===== src/design/tsms_pkg.sv =====
// Shared types and constants for the timed shutter move scheduler.
// No dependencies; imported by tsms_cell and timed_shutter_move_scheduler_unit.
package tsms_pkg;

    localparam int SHUTTERS   = 5;
    localparam int MOVE_SLOTS = 8;
    localparam int FULL_SCALE = 1000;

    localparam int SH_W   = 3;
    localparam int POS_W  = 10;
    localparam int CNT_W  = 4;
    localparam int TIME_W = 22;
    localparam int TGT_W  = 16;
    localparam int MAG_W  = 16;
    localparam int MS_W   = 8;
    localparam int PROD_W = MAG_W + MS_W;

    localparam logic [TIME_W-1:0] TIME_MAX     = TIME_W'(4194303);
    localparam logic [TIME_W-1:0] DURATION_MAX = TIME_W'(4194302);
    localparam logic [MS_W-1:0]   MS_RESET     = MS_W'(40);

    localparam logic [1:0] DRV_STOP = 2'b00;
    localparam logic [1:0] DRV_UP   = 2'b01;
    localparam logic [1:0] DRV_DOWN = 2'b11;

    typedef enum logic [2:0] {
        ST_IDLE,
        ST_TGT,
        ST_MUL,
        ST_DROP,
        ST_WALK,
        ST_FLUSH
    } t_state;

    typedef struct packed {
        logic [SH_W-1:0]   channel;
        logic              up;
        logic              running;
        logic [TIME_W-1:0] elapsed;
        logic [TIME_W-1:0] duration;
    } t_move;

    typedef struct packed {
        logic shift;
        logic load;
    } t_cell_ctl;

    typedef struct packed {
        logic [SH_W-1:0] channel;
        logic [1:0]      drive;
        logic            dropped;
    } t_res;

endpackage


===== src/design/tsms_cell.sv =====
// One move slot of the queue chain: takes its right neighbor on a shift,
// or a fresh or updated entry on a load. Depends on tsms_pkg.
module tsms_cell (
    input  logic               i_clk,
    input  tsms_pkg::t_cell_ctl i_ctl,
    input  tsms_pkg::t_move    i_right,
    input  tsms_pkg::t_move    i_load,
    output tsms_pkg::t_move    o_q
);
    import tsms_pkg::*;

    t_move r_q;

    always_ff @(posedge i_clk) begin
        if (i_ctl.load) begin
            r_q <= i_load;
        end else if (i_ctl.shift) begin
            r_q <= i_right;
        end
    end

    assign o_q = r_q;

endmodule


===== src/design/timed_shutter_move_scheduler_unit.sv =====
// Top level of the timed shutter move scheduler: sequencer, position table
// and a chain of tsms_cell move slots. Depends on tsms_pkg and tsms_cell.
//
//  channel   dir  tdata bits (low first)         tuser     tlast
//  s_axis    in   shutter[2:0] target[18:3]      kind      -
//  m_axis    out  channel[2:0] drive[4:3]        dropped   last
//  cfg       in   ms_per_unit (i_cfg_wdata)      -         -
//
// A target request is latched, compared, multiplied and enqueued; an ignored one
// ends after the compare, one meeting a full queue waits for the output. A tick
// rotates the queue through the head cell one slot per cycle while not stalled.
// Reset is synchronous: queue empty, positions zero, ms_per_unit 40.
// Output stalls hold the walk only on slots that produce a command.
module timed_shutter_move_scheduler_unit (
    input  logic        i_clk,
    input  logic        i_rst_n,
    input  logic        i_cfg_we,
    input  logic [7:0]  i_cfg_wdata,
    input  logic        s_axis_tvalid,
    output logic        s_axis_tready,
    input  logic [23:0] s_axis_tdata,   // shutter[2:0], target[18:3], zero pad
    input  logic        s_axis_tuser,   // kind
    output logic        m_axis_tvalid,
    input  logic        m_axis_tready,
    output logic [7:0]  m_axis_tdata,   // channel[2:0], drive[4:3], zero pad
    output logic        m_axis_tuser,   // dropped
    output logic        m_axis_tlast
);
    import tsms_pkg::*;

    t_state r_state, n_state;

    logic [MS_W-1:0]   r_ms;
    logic [POS_W-1:0]  r_pos [SHUTTERS];
    logic [CNT_W-1:0]  r_cnt;
    logic [CNT_W-1:0]  r_steps;
    logic [SH_W-1:0]   r_sh;
    logic [TGT_W-1:0]  r_tgt;
    logic [MAG_W-1:0]  r_mag;
    logic              r_up;

    t_res              r_out;
    logic              r_out_last;
    logic              r_out_valid;
    t_res              r_pend;
    logic              r_pend_valid;

    t_move             w_q [MOVE_SLOTS];
    t_cell_ctl         w_ctl [MOVE_SLOTS];
    t_move             w_load;
    t_move             w_upd;
    t_move             w_new;
    t_move             w_head;

    logic              w_sh_ok;
    logic [TGT_W:0]    w_delta;
    logic [TGT_W:0]    w_abs;
    logic [POS_W-1:0]  w_clamp;
    logic [PROD_W-1:0] w_prod;
    logic [TIME_W-1:0] w_dur;
    logic [TIME_W-1:0] w_inc;
    logic              w_done;
    logic              w_emit;
    logic              w_keep;
    logic              w_out_free;
    logic              w_step;
    logic              w_enq;
    logic              w_tgt_go;
    t_res              w_step_res;

    // target compare
    assign w_sh_ok = ({1'b0, r_sh} < (SH_W + 1)'(SHUTTERS));
    assign w_delta = $signed({r_tgt[TGT_W-1], r_tgt})
                   - $signed({(TGT_W + 1 - POS_W)'(0), r_pos[r_sh]});
    assign w_abs   = w_delta[TGT_W] ? (TGT_W + 1)'(-w_delta) : w_delta;

    always_comb begin
        if (r_tgt[TGT_W-1]) begin
            w_clamp = '0;
        end else if (r_tgt > TGT_W'(FULL_SCALE)) begin
            w_clamp = POS_W'(FULL_SCALE);
        end else begin
            w_clamp = r_tgt[POS_W-1:0];
        end
    end

    assign w_prod = PROD_W'(r_mag) * PROD_W'(r_ms);
    assign w_dur  = (w_prod > PROD_W'(DURATION_MAX)) ? DURATION_MAX
                                                     : w_prod[TIME_W-1:0];

    always_comb begin
        w_new          = '0;
        w_new.channel  = r_sh;
        w_new.up       = r_up;
        w_new.duration = w_dur;
    end

    // head slot update
    assign w_head = w_q[0];
    assign w_inc  = (w_head.elapsed == TIME_MAX) ? w_head.elapsed
                                                 : w_head.elapsed + TIME_W'(1);
    assign w_done = w_head.running && (w_inc > w_head.duration);
    assign w_emit = !w_head.running || w_done;
    assign w_keep = !w_done;

    always_comb begin
        w_upd         = w_head;
        w_upd.running = 1'b1;
        w_upd.elapsed = w_head.running ? w_inc : '0;
        w_step_res.channel = w_head.channel;
        w_step_res.dropped = 1'b0;
        if (w_head.running) begin
            w_step_res.drive = DRV_STOP;
        end else if (w_head.up) begin
            w_step_res.drive = DRV_UP;
        end else begin
            w_step_res.drive = DRV_DOWN;
        end
    end

    assign w_out_free = !r_out_valid || m_axis_tready;

    // next state
    always_comb begin
        n_state = r_state;
        unique case (r_state)
            ST_IDLE: begin
                if (s_axis_tvalid) begin
                    n_state = s_axis_tuser ? ST_WALK : ST_TGT;
                end
            end
            ST_TGT: begin
                if (!w_sh_ok || w_delta == '0) begin
                    n_state = ST_IDLE;
                end else if (r_cnt >= CNT_W'(MOVE_SLOTS)) begin
                    n_state = ST_DROP;
                end else begin
                    n_state = ST_MUL;
                end
            end
            ST_MUL:   n_state = ST_IDLE;
            ST_DROP: begin
                if (w_out_free) begin
                    n_state = ST_IDLE;
                end
            end
            ST_WALK: begin
                if (r_steps == '0) begin
                    n_state = ST_FLUSH;
                end
            end
            ST_FLUSH: begin
                if (!r_pend_valid || w_out_free) begin
                    n_state = ST_IDLE;
                end
            end
            default:  n_state = ST_IDLE;
        endcase
    end

    // control outputs
    always_comb begin
        s_axis_tready = 1'b0;
        w_step        = 1'b0;
        w_enq         = 1'b0;
        w_tgt_go      = 1'b0;
        unique case (r_state)
            ST_IDLE:  s_axis_tready = 1'b1;
            ST_TGT:   w_tgt_go = w_sh_ok && (w_delta != '0)
                                 && (r_cnt < CNT_W'(MOVE_SLOTS));
            ST_MUL:   w_enq = 1'b1;
            ST_WALK:  w_step = (r_steps != '0) && (!w_emit || w_out_free);
            ST_DROP, ST_FLUSH: ;
            default:  ;
        endcase
    end

    assign w_load = w_enq ? w_new : w_upd;

    genvar k;
    generate
        for (k = 0; k < MOVE_SLOTS; k++) begin : g_cell
            t_move w_right;
            if (k == MOVE_SLOTS - 1) begin : g_end
                assign w_right = w_load;
            end else begin : g_mid
                assign w_right = w_q[k+1];
            end
            assign w_ctl[k].shift = w_step;
            assign w_ctl[k].load  = (w_step && w_keep && (CNT_W'(k + 1) == r_cnt))
                                  || (w_enq && (CNT_W'(k) == r_cnt));
            tsms_cell u_cell (
                .i_clk  (i_clk),
                .i_ctl  (w_ctl[k]),
                .i_right(w_right),
                .i_load (w_load),
                .o_q    (w_q[k])
            );
        end
    endgenerate

    always_ff @(posedge i_clk) begin
        if (!i_rst_n) begin
            r_state      <= ST_IDLE;
            r_ms         <= MS_RESET;
            r_cnt        <= '0;
            r_steps      <= '0;
            r_out_valid  <= 1'b0;
            r_pend_valid <= 1'b0;
            for (int s = 0; s < SHUTTERS; s++) begin
                r_pos[s] <= '0;
            end
        end else begin
            r_state <= n_state;
            if (i_cfg_we) begin
                r_ms <= i_cfg_wdata;
            end
            if (r_state == ST_IDLE && s_axis_tvalid) begin
                r_sh    <= s_axis_tdata[SH_W-1:0];
                r_tgt   <= s_axis_tdata[SH_W +: TGT_W];
                r_steps <= r_cnt;
            end
            if (w_tgt_go) begin
                r_mag       <= w_abs[MAG_W-1:0];
                r_up        <= !w_delta[TGT_W];
                r_pos[r_sh] <= w_clamp;
            end
            if (w_enq) begin
                r_cnt <= r_cnt + CNT_W'(1);
            end
            if (w_step) begin
                r_steps <= r_steps - CNT_W'(1);
                if (!w_keep) begin
                    r_cnt <= r_cnt - CNT_W'(1);
                end
            end

            // result register and one-deep pending slot for tlast
            if (w_step && w_emit) begin
                if (r_pend_valid) begin
                    r_out       <= r_pend;
                    r_out_last  <= 1'b0;
                    r_out_valid <= 1'b1;
                end else if (r_out_valid && m_axis_tready) begin
                    r_out_valid <= 1'b0;
                end
                r_pend       <= w_step_res;
                r_pend_valid <= 1'b1;
            end else if (r_state == ST_FLUSH && r_pend_valid && w_out_free) begin
                r_out        <= r_pend;
                r_out_last   <= 1'b1;
                r_out_valid  <= 1'b1;
                r_pend_valid <= 1'b0;
            end else if (r_state == ST_DROP && w_out_free) begin
                r_out.channel <= r_sh;
                r_out.drive   <= DRV_STOP;
                r_out.dropped <= 1'b1;
                r_out_last    <= 1'b1;
                r_out_valid   <= 1'b1;
            end else if (r_out_valid && m_axis_tready) begin
                r_out_valid <= 1'b0;
            end
        end
    end

    assign m_axis_tvalid = r_out_valid;
    assign m_axis_tdata  = {3'b000, r_out.drive, r_out.channel};
    assign m_axis_tuser  = r_out.dropped;
    assign m_axis_tlast  = r_out_last;

endmodule

===== config.mk =====
export PLATFORM = sky130hd
export DESIGN_NAME = timed_shutter_move_scheduler_unit
export DESIGN_NICKNAME = d
export VERILOG_FILES = /design/src/design/tsms_pkg.sv /design/src/design/tsms_cell.sv /design/src/design/timed_shutter_move_scheduler_unit.sv
export SDC_FILE = /design/constraint.sdc
export NUM_CORES = 1
export LEC_CHECK = 0
export BUFFER_PORTS_ARGS = -buffer_cell sky130_fd_sc_hd__buf_2
export CORE_UTILIZATION = 64
export DETAILED_ROUTE_END_ITERATION = 10
export PLACE_DENSITY = 0.81
export REMOVE_ABC_BUFFERS = 1
export SKIP_LAST_GASP = 1
export SYNTH_ARGS = -nofsm -noshare
export SYNTH_HDL_FRONTEND = slang
export SYNTH_SLANG_ARGS = --single-unit

===== constraint.sdc =====
create_clock -name i_clk -period 7.5 [get_ports i_clk]
set_input_delay 0.375 -clock i_clk [delete_from_list [all_inputs] [get_ports i_clk]]
set_output_delay 0.375 -clock i_clk [all_outputs]
set_load 0.05 [all_outputs]

Word-level counts from Yosys, hierarchy flattened. Memory sizes are Yosys's and may differ from the RTL's. A register that Yosys moved wholly into a read port is not among the register bits. Cells that the tools add are included.

$add $sub $neg: 6. Multiply operators: 1. Div/mod/pow operators: 0. $lt $le $gt $ge: 6. Equal/unequal tests: 19. Shift-type cells: 0. Muxes and demuxes: 64. Bitwise operators: 0. Reduce and logical (&&, ||, !) cells: 70.

Operator list (count): $mux 49 (17); $mux 22 (3); $mux 10 (3); $logic_and 1x1->1 (27); $gt 24x22->1 const B (1); $mul 16x8->24 (1); $mux 6 (4); $add 22x1->22 const B (1); $eq 22x22->1 const B (1); $gt 22x22->1 (1); $mux 1 (21); $mux 3 (7); $mux 4 (5); $reduce_bool 2->1 (10); $logic_not 17->1 (1); $reduce_bool 17->1 (1); $sub 16x11->17 (1); $eq 3x4->1 const A (4); $gt 16x10->1 const B (1); $mux 16 (1); $neg 16->16 (1); $pmux 3 s5 (1); $logic_or 1x1->1 (13); $ne 2x2->1 const B (5); other kinds (21) (35).

Bits in registers: 461. Bits in latches: 0. Bits in writable memories: 50. Bits in read-only memories: 0. Bits of input ports: 38. Output and inout port bits: 12. Logic and storage cells: 223. Memories kept: 1.

Memory list: r_pos (depth 5, width 10, rd ports 1, clocked after Yosys merged registers in 1, write ports 5, line timed_shutter_move_scheduler_unit.sv:34) `logic [POS_W-1:0] r_pos [SHUTTERS];`.

Depth between registers and ports, before layout.
Depth after elaboration: 13. Mapped depth: 22. Gate-level depth less buffers: 18.

By module. From an unflattened synthesis, not the netlist that was laid out.

Cells, all modules: 2179. Area total of the unflattened synthesis: 31551.5 um2.

By module, submodules not included: tsms_cell (instances 8, cells each 105, area an instance 2324.7 um2); timed_shutter_move_scheduler_unit (instances 1, cells each 1339, area an instance 12953.7 um2).

Worst setup path before layout. Ideal clock, no wire load.

Kind: register -> register. From: register r_ms[7]. To: register g_cell[0].u_cell.r_q (netlist bit g_cell[0].u_cell.o_q[10]), data pin. Arrival: 4971 ps. Path slack: 2256 ps. Cell stages (with the launch flop): 21. Buffers on the path: 3. Period minus slack after synthesis: 5244 ps. Cells stage by stage: dfxtp_1 clkbuf_1 nand2_1 fa_1 fa_1 inv_1 fa_1 inv_1 fa_1 inv_1 ha_1 buf_2 a21o_1 a31oi_1 o21ai_1 a2111oi_0 nor4_1 o311ai_1 buf_2 o22ai_1 o21ai_0.

Word-level cells in the longest chain between the ends: 5.

Ends and longest elaborated chain: from (decl) (line timed_shutter_move_scheduler_unit.sv:33) `logic [MS_W-1:0] r_ms;`; from (signal assigned) (line timed_shutter_move_scheduler_unit.sv:216) `r_ms <= i_cfg_wdata;`; $mul 16x8->24 (*) (line timed_shutter_move_scheduler_unit.sv:87) `assign w_prod = PROD_W'(r_mag) * PROD_W'(r_ms);`; $gt 24x22->1 (line timed_shutter_move_scheduler_unit.sv:88) `assign w_dur = (w_prod > PROD_W'(DURATION_MAX)) ? DURATION_MAX`; $mux 22 (*) (line timed_shutter_move_scheduler_unit.sv:88); $mux 49 (*) (line timed_shutter_move_scheduler_unit.sv:178) `assign w_load = w_enq ? w_new : w_upd;`; $mux 49 (*) (line tsms_cell.sv:15) `if (i_ctl.load) begin`; to (signal assigned) (line tsms_cell.sv:16) `r_q <= i_load;`; to (signal assigned) (line tsms_cell.sv:18) `r_q <= i_right;`; to (decl) (line tsms_cell.sv:12) `t_move r_q;`.

Every way passes the cells marked *; elsewhere a longest branch is shown, timed or not. A chain may end at the register's enable or synchronous reset.

Worst setup path after layout.
From: register r_ms[7]. To: register g_cell[2].u_cell.r_q (netlist bit g_cell[2].u_cell.o_q[10]), data pin.

Word-level cells in the longest chain between the ends: 5.

Ends and longest elaborated chain (line): $mul 16x8->24 (*) (timed_shutter_move_scheduler_unit.sv:87); $gt 24x22->1 (timed_shutter_move_scheduler_unit.sv:88); $mux 22 (*) (timed_shutter_move_scheduler_unit.sv:88); $mux 49 (*) (timed_shutter_move_scheduler_unit.sv:178); $mux 49 (*) (tsms_cell.sv:15); to (signal assigned) (tsms_cell.sv:16); to (signal assigned) (tsms_cell.sv:18); to (decl) (tsms_cell.sv:12).

Marked as above.

==> results.yml <==
run_status:
  outcome: "finished, final reports clean"
drt:
  dr_total_vias: 19300
  drtIter0Drc: 1833
  drt_wl_total_mm: 64.1
  dr.pass1.iters: 6
  drtAntennaViolNets: 0
  top_layer_used: "met4"
  met3WireLength_mm: 4.68
  via_per_inst: 6.08
  drt-met1-wl_mm: 26.4
  drc: 0
  wl_per_cell_um: 20.2
  met2_length_mm: 31.2
global_route:
  grt_pass1_wl_mm: 104
  grt_max_degree: 92
  antenna_found_initial: 0
  grt_pass1_vias: 19500
  grtUsageTotal: 0.286
  grt-ovfl-total: 0
finish:
  drive_gt1_frac: 0.102
  n_fill_cell: 2988
  syn_to_final_growth_pct: 9.37
  final_nets: 2753
  num_antenna_cells: 0
  multiInputGateArea_um2: 11700
  regArea_um2: 16100
placed_design:
  dp_hpwl_mm: 41.4
  io_buffers: 41
  gp_congestion: 0.896
  place_ws_ns: 0.793
setup_path:
  cp_cell_sequence: "nand2_1 -> fa_1 -> fa_1 -> inv_1 -> fa_1 -> inv_1 -> fa_1 -> inv_1 -> ha_1 -> a21o_1 -> a31oi_1 -> o21ai_1 -> a2111oi_0 -> nor4_1 -> o311ai_4 -> buf_4 -> o22ai_1 -> o21ai_0"
  r2r_slack_ns: 0.73
  reg2reg_from: "r_ms[7]$_SDFFE_PN0P_"
  critical_path.slowest_cell: "dfxtp_1"
  r2r_cells: 18
  crit_top_cell: "fa_1"
  critPathKind: "flip-flop to flip-flop"
  end_kind: "flip-flop"
  rr_endpoint: "g_cell[2].u_cell.o_q[10]$_DFFE_PP_"
  arrival_ns: 7.09
  crit_path_max_fanout: 18
  crit_required_ns: 7.82
  worstSetupStartpointType: "flip-flop"
  max_stage_delay_ns: 0.71
worst_hold_path:
  hold_end: "r_ms[6]$_SDFFE_PN0P_"
  hp-start: "i_cfg_wdata[6]"
  min_path_type: "input port to flip-flop"
  min_path_cells: 3
floorplanning:
  core_um2: 44300
  ios: 50
  std_cell_rows: 77
  die_width_um: 214
  die-area_um2: 46000
  initial_utilization: 0.651
  die_height_um: 214
sta:
  finalCritPeriodShare: 0.903
  setup_tns_ns: 0
  period_needed_ns: 6.77
  setup_viol: 0
  rsz0062_at_grt: "no"
  fmax_mhz: 148
  worst_slack_ns: 0.729
  final_max_slew_viol_count: 0
  tightest_slew_ns: 1.17
  timing_hold_violations_final: 0
  relSlewSlack: 0.214
  worst_clock_skew_ns: 0.0366
synthesis:
  synth_ff_type: "edfxtp_1"
  post_synth.cell_area_avg_um2: 11.6
  synthesis.area_um2: 28900
  seq_area_frac_synth: 0.558
  async_flop_share: 0
  synth_cell_types: 93
  ys_ff_latch: 544
  syn_inst: 2497
  synth_edf_count: 520
  yosysWarnings: 0
clocking:
  numCtsBuffers: 54
  ctsResizeCount: 0
  htreeDepth: 2
  cts_root_buf: "clkbuf_16"
  ctsHoldBuffers: 24
  cts_tree: "yes"
  cts.sinks: 544
  clock_latency_ns: 0.63
  post_cts_buffers: 0
  clk_pin_slew_ns: 0.06
  cts_max_path_buffers: 3
run:
  maxCapViolCount: 0
pwr:
  power.leakage_nw: 12.4
  peakVddDrop_v: 0.000241
  power_density_nw_per_um2: 230
==> cell type report <==
class                           count  share of cell area
Clock buffer                       71              0.0458
Clock inverter                     25             0.00646
Inverter                          200              0.0238
Multi-Input combinational cell   1658               0.371
Sequential cell                   544               0.510
Tap cell                          592              0.0235
Timing Repair Buffer               88              0.0196
==> critical path: cells and delay by family (launching register included) <==
family                   cells  cell delay (ns)
AO/OA/AOI/OAI                7             1.94
adder cells (fa/ha/maj)      5             2.59
buffers and inverters        4             0.49
flip-flops                   1             0.71
AND/OR/NAND/NOR              2             0.69
==> cell usage after synthesis, types with 17 or more instances <==
master / number / area [µm²]
edfxtp_1: 520 / 15600
nand2_1: 386 / 1450
o21ai_0: 290 / 1450
inv_1: 197 / 739
and2_1: 121 / 757
nor2_1: 116 / 435
fa_1: 85 / 1700
ha_1: 84 / 1050
a21oi_1: 66 / 330
clkbuf_1: 65 / 244
mux2_2: 48 / 541
xnor2_1: 39 / 342
buf_2: 37 / 185
nand3_1: 32 / 160
mux2i_1: 29 / 290
nor3_1: 28 / 140
dfxtp_1: 24 / 480
mux4_2: 20 / 450
nand4_1: 19 / 119
xor2_1: 17 / 149
==> report_power, final <==
| group | internal [mW] | switching [mW] | leakage, nW |
|---|---|---|---|
| combinational | 0.495 | 0.822 | 6.65 |
| clock | 1.40 | 1.14 | 0.808 |
| sequential | 3.36 | 0.0546 | 4.99 |
==> logic make-up (layout without fill, tap and decap cells) <==
kind of cell    count (synthesis)  count (layout)  share of synthesized area
simple gates                  776             776                      0.126
flops                         544             544                      0.558
compound gates                527             527                      0.113
buf+inv                       327             384                     0.0470
fa+ha+maj                     169             169                     0.0953
mux                            97              97                     0.0444
xor+xnor                       56              56                     0.0170
other cells                     1              33                   0.000130
==> sequential cells by signal, indices dropped and copies added (netlist names), named ones only <==
name,cells
r_state,3
r_ms,8
g_cell.u_cell.o_q,392
r_pend,5
r_sh,3
r_tgt,16
m_axis_tlast,1
m_axis_tuser,1
r_steps,4
r_mag,16
r_up,1
r_cnt,4
m_axis_tvalid,1
m_axis_tdata,5
r_pos,80
r_pend_valid,1
==> worst max path at each step <==
stage	start	to	slack, ns	cells after the start
2_1_floorplan	g_cell[0].u_cell.o_q[32]$_DFFE_PP_	g_cell[6].u_cell.o_q[0]$_DFFE_PP_	-1.65	14
3_3_place_gp	r_ms[7]$_SDFFE_PN0P_	g_cell[0].u_cell.o_q[10]$_DFFE_PP_	1.02	18
3_5_place_dp	r_ms[7]$_SDFFE_PN0P_	g_cell[2].u_cell.o_q[10]$_DFFE_PP_	0.79	18
4_1_cts	r_ms[7]$_SDFFE_PN0P_	g_cell[2].u_cell.o_q[10]$_DFFE_PP_	0.76	18
5_1_grt	r_ms[7]$_SDFFE_PN0P_	g_cell[2].u_cell.o_q[4]$_DFFE_PP_	0.27	18
6_report	r_ms[7]$_SDFFE_PN0P_	g_cell[2].u_cell.o_q[10]$_DFFE_PP_	0.73	18
==> layer usage <==
metal / up-vias / GRT usage
li1: 8938 / -
met1: 9472 / 0.389
met2: 795 / 0.476
met3: 120 / 0.0390
met4: 0 / 0.101
met5: - / 0
==> per-stage QoR <==
step	instance area [µm²]	total power, mW	util	instances	hold WS (ns)
after floorplan	28400	4.41	-	2402	0.426
after detailed placement	29700	4.77	0.670	3058	0.463
after CTS	31600	7.28	0.712	3178	0.00313
after global placement	29700	4.73	0.670	3058	0.440
final	31600	7.27	0.712	3178	0.0235
after global routing	31600	7.55	0.712	3178	0.0379
==> cell usage in the layout (no fill, tap or decap), drive strengths merged, types with 29 or more instances in the layout <==
| master | Yosys | final |
|---|---|---|
| edfxtp | 520 | 520 |
| nand2 | 387 | 387 |
| o21ai | 306 | 306 |
| inv | 200 | 201 |
| and2 | 122 | 122 |
| nor2 | 118 | 118 |
| fa | 85 | 85 |
| ha | 84 | 84 |
| clkbuf | 65 | 71 |
| a21oi | 67 | 67 |
| buf | 62 | 64 |
| mux2 | 48 | 48 |
| xnor2 | 39 | 39 |
| conb | 1 | 33 |
| nand3 | 32 | 32 |
| nor3 | 30 | 30 |
| mux2i | 29 | 29 |
Note: power is estimated with default switching activity, not from simulation.
